**src/rtl/wts_pkg.sv**
```systemverilog
// shared types, codes and tables for the three-voice wavetable synth
// no dependencies; imported by every module of the block
package wts_pkg;

   localparam int VOICE_COUNT      = 3;
   localparam int SINE_TABLE_DEPTH = 256;
   localparam int VOICE_IDX_W      = $clog2(VOICE_COUNT);
   localparam int PHASE_W          = 9;
   localparam int DUR_W            = 8;
   localparam int SAMPLE_W         = 8;
   localparam int SUM_W            = 10;
   localparam int COUNT_W          = 2;
   localparam int PRESCALE_W       = 3;

   // reciprocal of three for sums up to 3 * 255
   localparam int           DIV3_SHIFT = 11;
   localparam logic [SUM_W-1:0] DIV3_RECIP = 10'd683;

   typedef enum logic [2:0] {
      ACT_SAMPLE_TICK = 3'd0,
      ACT_SEQ_STEP    = 3'd1,
      ACT_NOTE_ON     = 3'd2,
      ACT_SET_WAVE    = 3'd3,
      ACT_STOP_VOICE  = 3'd4
   } action_type;

   typedef enum logic [1:0] {
      WAVE_SINE     = 2'd0,
      WAVE_TRIANGLE = 2'd1,
      WAVE_SQUARE   = 2'd2,
      WAVE_SAWTOOTH = 2'd3
   } wave_type;

   typedef enum logic [1:0] {
      ST_IDLE,
      ST_VOICE,
      ST_MIX
   } state_type;

   typedef struct packed {
      logic [PHASE_W-1:0] phase;
      logic [PHASE_W-1:0] step;
      wave_type           wave;
   } voice_op_type;

   typedef struct packed {
      logic [SUM_W-1:0]   sum;
      logic [COUNT_W-1:0] count;
   } mix_acc_type;

   localparam logic [6:0] QUARTER_SINE [0:64] = '{
        7'd0,   7'd3,   7'd6,   7'd9,  7'd12,  7'd16,  7'd19,  7'd22,  7'd25,  7'd28,
       7'd31,  7'd34,  7'd37,  7'd40,  7'd43,  7'd46,  7'd49,  7'd51,  7'd54,  7'd57,
       7'd60,  7'd63,  7'd65,  7'd68,  7'd71,  7'd73,  7'd76,  7'd78,  7'd81,  7'd83,
       7'd85,  7'd88,  7'd90,  7'd92,  7'd94,  7'd96,  7'd98, 7'd100, 7'd102, 7'd104,
      7'd106, 7'd107, 7'd109, 7'd111, 7'd112, 7'd113, 7'd115, 7'd116, 7'd117, 7'd118,
      7'd120, 7'd121, 7'd122, 7'd122, 7'd123, 7'd124, 7'd125, 7'd125, 7'd126, 7'd126,
      7'd126, 7'd127, 7'd127, 7'd127, 7'd127
   };

   // full-scale sine from an 8-bit table index, folded onto the quarter wave
   function automatic logic [SAMPLE_W-1:0] sine_value(input logic [7:0] idx);
      logic [6:0] k;
      logic [6:0] q;
      k = idx[6:0];
      if (k > 7'd64) begin
         k = 7'd0 - k;
      end
      q = QUARTER_SINE[k];
      if (!idx[7]) begin
         sine_value = 8'd128 + {1'b0, q};
      end else begin
         sine_value = 8'd127 - {1'b0, q};
      end
   endfunction

endpackage

```
**src/rtl/wts_voice_unit.sv**
```systemverilog
// shared voice unit: phase advance and waveform shaping for one voice
// depends on wts_pkg
module wts_voice_unit (
   input  wts_pkg::voice_op_type                 op,
   output logic [wts_pkg::PHASE_W-1:0]           new_phase,
   output logic [wts_pkg::SAMPLE_W-1:0]          sample
);
   import wts_pkg::*;

   logic [SAMPLE_W-1:0] low_bits;

   assign new_phase = op.phase + op.step;
   assign low_bits  = new_phase[SAMPLE_W-1:0];

   always_comb begin
      case (op.wave)
         WAVE_SINE:     sample = sine_value(new_phase[PHASE_W-1:1]);
         WAVE_TRIANGLE: sample = new_phase[PHASE_W-1] ? ~low_bits : low_bits;
         WAVE_SQUARE:   sample = {SAMPLE_W{new_phase[PHASE_W-1]}};
         WAVE_SAWTOOTH: sample = new_phase[PHASE_W-1:1];
         default:       sample = '0;
      endcase
   end

endmodule

```
**src/rtl/wts_mix_divide.sv**
```systemverilog
// averaging stage: divides the accumulated voice sum by the voice count
// depends on wts_pkg
module wts_mix_divide (
   input  wts_pkg::mix_acc_type          acc,
   output logic [wts_pkg::SAMPLE_W-1:0]  average
);
   import wts_pkg::*;

   logic [2*SUM_W-1:0] third_prod;

   assign third_prod = acc.sum * DIV3_RECIP;

   always_comb begin
      case (acc.count)
         2'd1:    average = acc.sum[SAMPLE_W-1:0];
         2'd2:    average = acc.sum[SAMPLE_W:1];
         2'd3:    average = third_prod[DIV3_SHIFT+SAMPLE_W-1:DIV3_SHIFT];
         default: average = '0;
      endcase
   end

endmodule

```
**src/rtl/three_voice_wavetable_synth_top.sv**
```systemverilog
// Three-voice wavetable synth. One sample tick in eight generates a sample: a single
// shared voice unit advances and shapes the voices one per cycle, so the tick is
// accepted in the idle state, then passes through the voice state once per voice and
// then the mix state, which, when a voice sounds, waits further while an earlier
// result has not yet been taken. A result leaves only when at least one voice sounds;
// req_tready is low while a generating tick is being worked.
// depends on wts_pkg, wts_voice_unit and wts_mix_divide
module three_voice_wavetable_synth_top (
   input  logic        clock,
   input  logic        reset,
   input  logic        req_tvalid,
   output logic        req_tready,
   // phase_step[8:0], note_duration[16:9], voice_index[18:17], wave_select[20:19], zero fill
   input  logic [23:0] req_tdata,
   // action[2:0]
   input  logic [2:0]  req_tuser,
   output logic        rsp_tvalid,
   input  logic        rsp_tready,
   // duty[7:0], voices_sounding[9:8], zero fill
   output logic [15:0] rsp_tdata
);
   import wts_pkg::*;

   localparam logic [VOICE_IDX_W-1:0] LAST_VOICE = VOICE_IDX_W'(VOICE_COUNT - 1);

   logic [PHASE_W-1:0]     phase_ff     [VOICE_COUNT];
   logic [PHASE_W-1:0]     phase_in     [VOICE_COUNT];
   logic [PHASE_W-1:0]     step_ff      [VOICE_COUNT];
   logic [PHASE_W-1:0]     step_in      [VOICE_COUNT];
   wave_type               wave_ff      [VOICE_COUNT];
   wave_type               wave_in      [VOICE_COUNT];
   logic [DUR_W-1:0]       remaining_ff [VOICE_COUNT];
   logic [DUR_W-1:0]       remaining_in [VOICE_COUNT];
   logic [VOICE_COUNT-1:0] busy_ff, busy_in;
   logic [PRESCALE_W-1:0]  prescale_ff, prescale_in;
   logic [VOICE_IDX_W-1:0] vidx_ff, vidx_in;
   mix_acc_type            acc_ff, acc_in;
   state_type              state_ff, state_in;
   logic                   rsp_valid_ff, rsp_valid_in;
   logic [SAMPLE_W-1:0]    duty_ff, duty_in;
   logic [COUNT_W-1:0]     sounding_ff, sounding_in;

   action_type             action;
   logic [PHASE_W-1:0]     req_step;
   logic [DUR_W-1:0]       req_dur;
   logic [1:0]             req_voice;
   wave_type               req_wave;
   logic                   accept;
   logic                   out_free;
   logic [VOICE_IDX_W-1:0] note_voice;
   voice_op_type           unit_op;
   logic [PHASE_W-1:0]     unit_phase;
   logic [SAMPLE_W-1:0]    unit_sample;
   logic [SAMPLE_W-1:0]    average;

   assign action    = action_type'(req_tuser);
   assign req_step  = req_tdata[8:0];
   assign req_dur   = req_tdata[16:9];
   assign req_voice = req_tdata[18:17];
   assign req_wave  = wave_type'(req_tdata[20:19]);

   assign req_tready = (state_ff == ST_IDLE);
   assign accept     = req_tvalid && req_tready;
   assign out_free   = !rsp_valid_ff || rsp_tready;

   assign rsp_tvalid = rsp_valid_ff;
   assign rsp_tdata  = {6'd0, sounding_ff, duty_ff};

   assign unit_op.phase = phase_ff[vidx_ff];
   assign unit_op.step  = step_ff[vidx_ff];
   assign unit_op.wave  = wave_ff[vidx_ff];

   wts_voice_unit u_voice_unit (
      .op        (unit_op),
      .new_phase (unit_phase),
      .sample    (unit_sample)
   );

   wts_mix_divide u_mix_divide (
      .acc     (acc_ff),
      .average (average)
   );

   // lowest free voice, else the last one
   always_comb begin
      if (!busy_ff[0]) begin
         note_voice = VOICE_IDX_W'(0);
      end else if (!busy_ff[1]) begin
         note_voice = VOICE_IDX_W'(1);
      end else begin
         note_voice = LAST_VOICE;
      end
   end

   // next state
   always_comb begin
      state_in = state_ff;
      case (state_ff)
         ST_IDLE: begin
            if (accept && action == ACT_SAMPLE_TICK && prescale_ff == '0) begin
               state_in = ST_VOICE;
            end
         end
         ST_VOICE: begin
            if (vidx_ff == LAST_VOICE) begin
               state_in = ST_MIX;
            end
         end
         ST_MIX: begin
            if (acc_ff.count == '0 || out_free) begin
               state_in = ST_IDLE;
            end
         end
         default: state_in = ST_IDLE;
      endcase
   end

   // voice state and datapath
   always_comb begin
      phase_in     = phase_ff;
      step_in      = step_ff;
      wave_in      = wave_ff;
      remaining_in = remaining_ff;
      busy_in      = busy_ff;
      prescale_in  = prescale_ff;
      vidx_in      = vidx_ff;
      acc_in       = acc_ff;
      case (state_ff)
         ST_IDLE: begin
            if (accept) begin
               case (action)
                  ACT_SAMPLE_TICK: begin
                     prescale_in = prescale_ff + 1'b1;
                     vidx_in     = '0;
                     acc_in      = '0;
                  end
                  ACT_SEQ_STEP: begin
                     for (int i = 0; i < VOICE_COUNT; i++) begin
                        if (remaining_ff[i] == '0) begin
                           busy_in[i] = 1'b0;
                        end else begin
                           remaining_in[i] = remaining_ff[i] - 1'b1;
                        end
                     end
                  end
                  ACT_NOTE_ON: begin
                     step_in[note_voice]      = req_step;
                     remaining_in[note_voice] = req_dur;
                     phase_in[note_voice]     = '0;
                     busy_in[note_voice]      = 1'b1;
                  end
                  ACT_SET_WAVE: begin
                     if (req_voice < 2'(VOICE_COUNT)) begin
                        wave_in[req_voice[VOICE_IDX_W-1:0]] = req_wave;
                     end
                  end
                  ACT_STOP_VOICE: begin
                     if (req_voice < 2'(VOICE_COUNT)) begin
                        busy_in[req_voice[VOICE_IDX_W-1:0]] = 1'b0;
                     end
                  end
                  default: begin
                  end
               endcase
            end
         end
         ST_VOICE: begin
            if (busy_ff[vidx_ff]) begin
               phase_in[vidx_ff] = unit_phase;
               acc_in.sum        = acc_ff.sum + {{(SUM_W-SAMPLE_W){1'b0}}, unit_sample};
               acc_in.count      = acc_ff.count + 1'b1;
            end
            vidx_in = vidx_ff + 1'b1;
         end
         default: begin
         end
      endcase
   end

   // result register
   always_comb begin
      rsp_valid_in = rsp_valid_ff;
      duty_in      = duty_ff;
      sounding_in  = sounding_ff;
      if (rsp_valid_ff && rsp_tready) begin
         rsp_valid_in = 1'b0;
      end
      if (state_ff == ST_MIX && acc_ff.count != '0 && out_free) begin
         rsp_valid_in = 1'b1;
         duty_in      = average;
         sounding_in  = acc_ff.count;
      end
   end

   always_ff @(posedge clock) begin
      if (reset) begin
         for (int i = 0; i < VOICE_COUNT; i++) begin
            phase_ff[i]     <= '0;
            step_ff[i]      <= '0;
            wave_ff[i]      <= WAVE_SINE;
            remaining_ff[i] <= '0;
         end
         busy_ff      <= '0;
         prescale_ff  <= '0;
         vidx_ff      <= '0;
         acc_ff       <= '0;
         state_ff     <= ST_IDLE;
         rsp_valid_ff <= 1'b0;
      end else begin
         phase_ff     <= phase_in;
         step_ff      <= step_in;
         wave_ff      <= wave_in;
         remaining_ff <= remaining_in;
         busy_ff      <= busy_in;
         prescale_ff  <= prescale_in;
         vidx_ff      <= vidx_in;
         acc_ff       <= acc_in;
         state_ff     <= state_in;
         rsp_valid_ff <= rsp_valid_in;
      end
   end

   always_ff @(posedge clock) begin
      duty_ff     <= duty_in;
      sounding_ff <= sounding_in;
   end

endmodule

```
**config.mk**
```make
export PLATFORM = sky130hd
export DESIGN_NAME = three_voice_wavetable_synth_top
export DESIGN_NICKNAME = d
export VERILOG_FILES = /design/src/rtl/wts_pkg.sv /design/src/rtl/wts_voice_unit.sv /design/src/rtl/wts_mix_divide.sv /design/src/rtl/three_voice_wavetable_synth_top.sv
export SDC_FILE = /design/constraint.sdc
export NUM_CORES = 1
export LEC_CHECK = 0
export BUFFER_PORTS_ARGS = -buffer_cell sky130_fd_sc_hd__buf_2
export CAP_MARGIN = 30
export CORE_ASPECT_RATIO = 0.6
export CORE_MARGIN = 2
export CORE_UTILIZATION = 48
export DETAILED_ROUTE_END_ITERATION = 12
export PLACE_DENSITY = 0.65
export SETUP_SLACK_MARGIN = 0.05
export SYNTH_ARGS = -nofsm -noshare
export SYNTH_HDL_FRONTEND = slang
export SYNTH_SLANG_ARGS = --single-unit
```
**constraint.sdc**
```tcl
create_clock -name clock -period 17.7 [get_ports clock]
set_clock_uncertainty 0.15 [all_clocks]
set_input_delay 0 -clock clock [delete_from_list [all_inputs] [get_ports clock]]
set_output_delay 0 -clock clock [all_outputs]
set_load 0.05 [all_outputs]
```
## Word-level counts from Yosys, hierarchy flattened

Memories as Yosys holds them, arrays and structs flattened.
Index checks and enable logic that the tools add are counted.

- Register bits: 117
- ROM bits: 896
- Bits of input ports: 31
- Output and inout port bits: 18
- Logic and storage cells: 190
- Memories kept: 1

Memory list:

| memory | depth | bits a word | read ports | clocked after Yosys merged registers in | write ports | line | RTL |
|---|---|---|---|---|---|---|---|
| (no name shown) | 128 | 7 | 1 | 0 | 0 | wts_pkg.sv:69 | `q = QUARTER_SINE[k];` |

- $add $sub $neg: 11
- $mul: 1
- Order comparisons: 14
- Eq/ne operators: 27
- Mux-type cells: 63
- Bitwise gates (word level): 10
- Reductions and logical operators: 40

Operators by type and width:

| cell | count |
|---|---|
| 27-bit 2-to-1 mux | 3 |
| 27-bit bitwise mux | 2 |
| 9-bit 2-to-1 mux | 6 |
| 27-bit one-hot mux with 2 select lines | 1 |
| 8-bit 2-to-1 mux | 6 |
| 24-bit one-hot mux with 2 select lines | 1 |
| 9-bit binary-select mux with 2-bit select | 2 |
| 9-bit demux with 2-bit select | 2 |
| 12-bit 2-to-1 mux | 3 |
| 8-bit one-hot mux with 4 select lines | 1 |
| 7-bit 2-to-1 mux | 4 |
| 27-bit bitwise AND | 1 |
| 27-bit NOT | 1 |
| 24-bit bitwise mux | 1 |
| 8-bit zero test | 3 |
| 12-bit one-hot mux with 2 select lines | 1 |
| 8-bit one-hot mux with 3 select lines | 1 |
| 4-bit AND reduction | 6 |
| 8-bit by 1-bit subtractor with 8-bit output, second input constant | 3 |
| 2-bit 2-to-1 mux | 10 |
| 2-bit inequality test, second input constant | 10 |
| 10-bit by 10-bit multiplier with 19-bit output, second input constant | 1 |
| 8-bit demux with 2-bit select | 1 |
| 5-bit AND reduction | 3 |
| other kinds (44) | 93 |

## Depth between registers and ports, before layout

- Word-level depth: 18
- Gate-level depth with buffers: 35
- Depth with buffers taken out: 34

## Modules after synthesis

From an unflattened synthesis, not the netlist that was laid out.

- Cells, all modules: 1158
- Area total of the unflattened synthesis: 9689.3 um^2

By module, submodules not included:

| module | instances | cells an instance | area each (um^2) | sequential area each (um^2) |
|---|---|---|---|---|
| three_voice_wavetable_synth_top | 1 | 693 | 5870.6 | 2442.3 |
| wts_voice_unit | 1 | 260 | 1940.6 | 0.0 |
| wts_mix_divide | 1 | 205 | 1878.1 | 0.0 |

## Worst setup path before layout

OpenSTA, ideal clock, no wires.

- Path kind: register -> register
- From: register vidx_ff[1]
- To: register acc_ff[10] (netlist bit)
- Setup time: 155 ps
- Arrival: 6789 ps
- Data required time: 17395 ps
- Slack: 10606 ps
- Cell stages (with the launch flop): 33
- Buffers on the path: 3
- Period minus slack after synthesis: 7094 ps
- Cells stage by stage: dfxtp_1 clkbuf_1 clkbuf_1 buf_1 mux2i_1 o22ai_1 ha_1 fa_1 a211o_1 a211o_1 a221oi_4 o32ai_4 mux2i_4 inv_2 ha_1 a21bo_2 a21oi_1 o21ai_0 a22oi_1 nor2_1 nand3b_1 ha_1 fa_1 a21oi_1 nor2_1 nor2_1 o21bai_1 a21oi_1 nor2b_1 o21ai_0 a21oi_1 xnor2_1 nor3_1

- Cells in the longest elaborated chain, start to end: 18
- Elaborated cells on any way between the ends: 36
- Those cells by class: add/sub (5); order compare (1); eq/ne (4); mux (20); bitwise (3); reduce/logical (2); memory (1)

RTL lines:

| item | line | RTL |
|---|---|---|
| from (decl) | three_voice_wavetable_synth_top.sv:36 | `logic [VOICE_IDX_W-1:0] vidx_ff, vidx_in;` |
| from (signal assigned) | three_voice_wavetable_synth_top.sv:216 | `vidx_ff <= vidx_in;` |
| 2-bit NOT with 3-bit output (not written as such) | three_voice_wavetable_synth_top.sv:69, three_voice_wavetable_synth_top.sv:70, three_voice_wavetable_synth_top.sv:71 |  |
| 9-bit binary-select mux with 2-bit select, on equally long branches | three_voice_wavetable_synth_top.sv:69, three_voice_wavetable_synth_top.sv:70 |  |
| 9-bit 2-to-1 mux, on equally long branches (2 in a row) | three_voice_wavetable_synth_top.sv:69, three_voice_wavetable_synth_top.sv:70 |  |
| 9-bit adder | wts_voice_unit.sv:12 | `assign new_phase = op.phase + op.step;` |
| 1-bit by 7-bit subtractor with 7-bit output / 7-bit greater-than comparator (equally long branches) | wts_pkg.sv:67, wts_pkg.sv:66 |  |
| 7-bit 2-to-1 mux | wts_pkg.sv:66 | `if (k > 7'd64) begin` |
| 7-bit 2-to-1 mux | wts_voice_unit.sv:16 | `case (op.wave)` |
| 7-bit NOT with 8-bit output (not written as such) | wts_pkg.sv:69 |  |
| memory read 128 x 7 bit | - |  |
| 7-bit 2-to-1 mux (not written as such) (2 in a row) | wts_pkg.sv:69 |  |
| 8-bit by 7-bit adder with 8-bit output / 7-bit by 7-bit subtractor with 8-bit output (equally long branches) | wts_pkg.sv:71, wts_pkg.sv:73 |  |
| 8-bit 2-to-1 mux | wts_pkg.sv:70 | `if (!idx[7]) begin` |
| 8-bit one-hot mux with 4 select lines | wts_voice_unit.sv:16 |  |
| 10-bit by 8-bit adder with 10-bit output | three_voice_wavetable_synth_top.sv:170 | `acc_in.sum = acc_ff.sum + {{(SUM_W-SAMPLE_W){1'b0}}, unit_sample};` |
| 12-bit 2-to-1 mux | three_voice_wavetable_synth_top.sv:168 | `if (busy_ff[vidx_ff]) begin` |
| 12-bit one-hot mux with 2 select lines | three_voice_wavetable_synth_top.sv:128 | `case (state_ff)` |
| to (signal assigned) | three_voice_wavetable_synth_top.sv:217 | `acc_ff <= acc_in;` |
| to (decl) | three_voice_wavetable_synth_top.sv:37 | `mix_acc_type acc_ff, acc_in;` |

Parallel ways exist; a longest one is shown, timed or not. The select of a mux whose other input is x is not followed.
A chain may end at the register's enable or synchronous reset.

## Final worst setup path

- From: register vidx_ff[0]
- To: register acc_ff[10] (netlist bit)

Same word-level chain as after synthesis.

==> impl_metrics.xml <==
<?xml version="1.0" encoding="UTF-8"?>
<metrics>
  <group name="outcome">
    <metric name="status" unit="">completed</metric>
  </group>
  <group name="timing">
    <metric name="timing_worst_slew_pin_value" unit="ps">1010</metric>
    <metric name="grt_setup_unrepaired" unit="">no</metric>
    <metric name="postLayoutSetupSlackWorst" unit="ps">10080</metric>
    <metric name="setup_violations" unit="">0</metric>
    <metric name="final_min_period_over_clock_period" unit="%">43.0</metric>
    <metric name="min_period" unit="ps">7620</metric>
    <metric name="worst_slew_margin_rel" unit="%">32.3</metric>
    <metric name="fmax" unit="MHz">131</metric>
    <metric name="sum_neg_setup_slack" unit="ps">0</metric>
    <metric name="final_max_slew_viol_count" unit="">0</metric>
    <metric name="hold_violations_final" unit="">0</metric>
  </group>
  <group name="global_route">
    <metric name="pin_count_of_the_biggest_net_entering_global_routing" unit="">59</metric>
    <metric name="number_of_antenna_violations_at_the_first_check_in_global_routing" unit="">0</metric>
    <metric name="globalRouteOverflowTotal" unit="">0</metric>
    <metric name="grt_pass1_vias" unit="">7514</metric>
    <metric name="wire_length_of_the_first_global_routing_pass" unit="mm">38.6</metric>
    <metric name="global_route.usage.total" unit="%">24.2</metric>
  </group>
  <group name="cts">
    <metric name="tritoncts" unit="">yes</metric>
    <metric name="insertion_delay" unit="ps">420</metric>
    <metric name="cts_root_buffer" unit="">clkbuf_16</metric>
    <metric name="cts.sink_count" unit="">117</metric>
    <metric name="cts-htree-levels" unit="">4</metric>
    <metric name="cts_repair_resize_count" unit="">0</metric>
    <metric name="cts-buffers-inserted" unit="">17</metric>
    <metric name="clock_tree.buffer_depth" unit="">2</metric>
    <metric name="cts_clk_pin_slew_worst_paths" unit="ps">60</metric>
  </group>
  <group name="die">
    <metric name="placeableCoreArea" unit="um^2">18300</metric>
    <metric name="dieArea" unit="um^2">20000</metric>
    <metric name="top_level_ports" unit="">49</metric>
    <metric name="die_y" unit="um">110</metric>
    <metric name="fp-row-count" unit="">38</metric>
    <metric name="die_width" unit="um">181</metric>
    <metric name="initial_utilization" unit="%">49.6</metric>
  </group>
  <group name="finish">
    <metric name="area_delta_synth_final" unit="%">14.9</metric>
    <metric name="drive_above_1_share" unit="%">8.91</metric>
    <metric name="num_antenna_cells" unit="">0</metric>
    <metric name="mostFrequentLayoutCell" unit="">nand2_1</metric>
    <metric name="commonest_non_fill_non_tap_cells_in_the_layout" unit="">127 x nand2_1, 112 x nor2_1, 107 x dfxtp_1</metric>
    <metric name="final_core_density" unit="%">57.0</metric>
    <metric name="finish.net_count" unit="">1314</metric>
  </group>
  <group name="routing">
    <metric name="vias_per_cell" unit="">5.74</metric>
    <metric name="vias" unit="">8138</metric>
    <metric name="antenna_violating_nets_post_route" unit="">0</metric>
    <metric name="finalWirelength" unit="mm">23.0</metric>
    <metric name="routed_length_per_instance" unit="um">16.2</metric>
    <metric name="drtIter0Drc" unit="">703</metric>
    <metric name="dr.pass1.iters" unit="">6</metric>
    <metric name="drc_violation_count_after_routing" unit="">0</metric>
  </group>
  <group name="critical_path">
    <metric name="cp-start-kind" unit="">register</metric>
    <metric name="crit_fanout" unit="">16</metric>
    <metric name="cp_top_family" unit="">compound AO/OA/AOI/OAI gates</metric>
    <metric name="critical_path_buf_inv_count" unit="">5</metric>
    <metric name="timing.critical_path.to_type" unit="">register</metric>
    <metric name="cp.arrival" unit="ps">7810</metric>
    <metric name="worstSetupPathType" unit="">reg2reg</metric>
    <metric name="cp_slowest_stage_delay" unit="ps">690</metric>
    <metric name="critical_path_required" unit="ps">17890</metric>
    <metric name="critical-path-slowest-cell" unit="">nor2_1</metric>
  </group>
  <group name="yosys">
    <metric name="synth-seq-area-share" unit="%">27.0</metric>
    <metric name="ys.flop_type" unit="">dfxtp_1</metric>
    <metric name="synth-async-reset-ratio" unit="%">0</metric>
    <metric name="post_synth_instance_area" unit="um^2">9050</metric>
    <metric name="ys.warnings.count" unit="">0</metric>
    <metric name="post_synth_edffs" unit="">10</metric>
    <metric name="postSynthAreaPerCell" unit="um^2">8.10</metric>
    <metric name="synthDistinctLibCells" unit="">76</metric>
    <metric name="ys_ff_latch" unit="">117</metric>
    <metric name="syn_inst" unit="">1117</metric>
  </group>
  <group name="placement">
    <metric name="gpl.final_weighted_congestion" unit="">0.870</metric>
    <metric name="hpwl" unit="mm">16.5</metric>
    <metric name="place_ws" unit="ps">10150</metric>
    <metric name="portBuffers" unit="">39</metric>
  </group>
  <group name="flow_run">
    <metric name="drv_cap" unit="">0</metric>
  </group>
  <group name="min_path">
    <metric name="class_of_the_most_critical_hold_timing_path" unit="">in2reg</metric>
  </group>
  <group name="power">
    <metric name="p_leak" unit="nW">4.46</metric>
    <metric name="power.density_cell_area" unit="nW/um^2">69.6</metric>
    <metric name="max-vdd-ir-drop" unit="V">0.0000661</metric>
  </group>
</metrics>
[timing repair]
| action | in CTS | in global routing |
|---|---|---|
| endpoints found under the hold margin | 83 | 0 |
| buffers inserted | 0 | 0 |
| hold buffers | 33 | 0 |
[through the flow]
stage / total power [W] / hold WS, ps / std cells / instance area (um^2)
2_1_floorplan: 0.000338 / -14.0 / 1122 / 9070
3_3_place_gp: 0.000355 / 117 / 1350 / 9390
3_5_place_dp: 0.000357 / 121 / 1354 / 9440
4_1_cts: 0.000728 / 21.3 / 1419 / 10400
5_1_grt: 0.000753 / 51.7 / 1419 / 10400
6_report: 0.000724 / 43.0 / 1419 / 10400
[where the power goes]
group	internal [W]	switching (W)
sequential	0.000270	0.00000377
clock	0.000229	0.000137
combinational	0.0000324	0.0000507
[Yosys cell counts (8+ instances only)]
cell type | instances | share of area [%]
nor3_1 | 34 | 1.9
xnor2_1 | 26 | 2.5
buf_4 | 8 | 0.66
mux2i_1 | 32 | 3.5
clkbuf_1 | 45 | 1.9
nor2b_1 | 9 | 0.62
o22ai_1 | 13 | 0.90
a21oi_1 | 78 | 4.3
fa_1 | 23 | 5.1
nand2_1 | 127 | 5.3
nand3_1 | 21 | 1.2
dfxtp_1 | 107 | 24
inv_1 | 79 | 3.3
a21o_1 | 12 | 1.0
a211oi_1 | 9 | 0.75
nor2_1 | 112 | 4.6
a31oi_1 | 10 | 0.69
o21ai_0 | 52 | 2.9
edfxtp_1 | 10 | 3.3
a22oi_1 | 45 | 3.7
ha_1 | 94 | 13
o211ai_1 | 9 | 0.75
nand2b_1 | 14 | 0.97
[worst reg2reg max path, delay by kind of cell, from the launching register on]
kind / cells / cell delay (ps)
AOI/OAI and AO/OA: 12 / 2240
xor gates and xnor gates: 1 / 160
DFF: 1 / 320
buffers and inverters: 5 / 810
adders and majority gates: 6 / 1960
muxes: 1 / 460
and+or+nand+nor: 8 / 1450
[per-layer routing]
layer	vias to the layer above	wire, um	track usage (%)
li1	4101	-	-
met1	3773	12100	36.7
met2	250	9260	35.2
met3	14	1530	4.57
met4	0	136	5.28
met5	-	0	0
[logic make-up after synthesis]
family / after synthesis / synth area share (%)
buf+inv: 138 / 6.08
mux: 37 / 4.31
fa+ha+maj: 117 / 18.1
flops: 117 / 27.0
simple gates: 378 / 19.2
xor+xnor: 33 / 3.19
compound gates: 296 / 22.1
other cells: 1 / 0.0414
[final cells by class]
type | count | area (um^2)
Multi-Input combinational cell | 867 | 6100
Sequential cell | 117 | 2440
Tap cell | 240 | 300
Clock buffer | 18 | 439
Timing Repair Buffer | 83 | 631
Fill cell | 1692 | 7860
Clock inverter | 14 | 188
Inverter | 80 | 300
[worst paths after layout]
kind / start / end / slack [ps] / depth (start not counted)
worst max-delay path: vidx_ff[0]$_SDFFE_PP0P_ / acc_ff[10]$_SDFFE_PP0P_ / 10080 / 33
worst min register to register: step_ff[15]$_SDFFE_PP0P_ / step_ff[15]$_SDFFE_PP0P_ / 300 / 2
worst max register to register: vidx_ff[0]$_SDFFE_PP0P_ / acc_ff[10]$_SDFFE_PP0P_ / 10080 / 33
worst min-delay path: req_tdata[16] / remaining_ff[7]$_SDFFE_PP0P_ / 40 / 4
[flip-flops by register name, indices dropped and copies added, names as in the netlist]
signal        flops
acc_ff           12
busy_ff           3
duty_ff           8
phase_ff         27
prescale_ff       3
remaining_ff     24
rsp_tvalid        1
sounding_ff       2
state_ff          2
step_ff          27
vidx_ff           2
wave_ff           6
(Power assumes the default switching activity.)
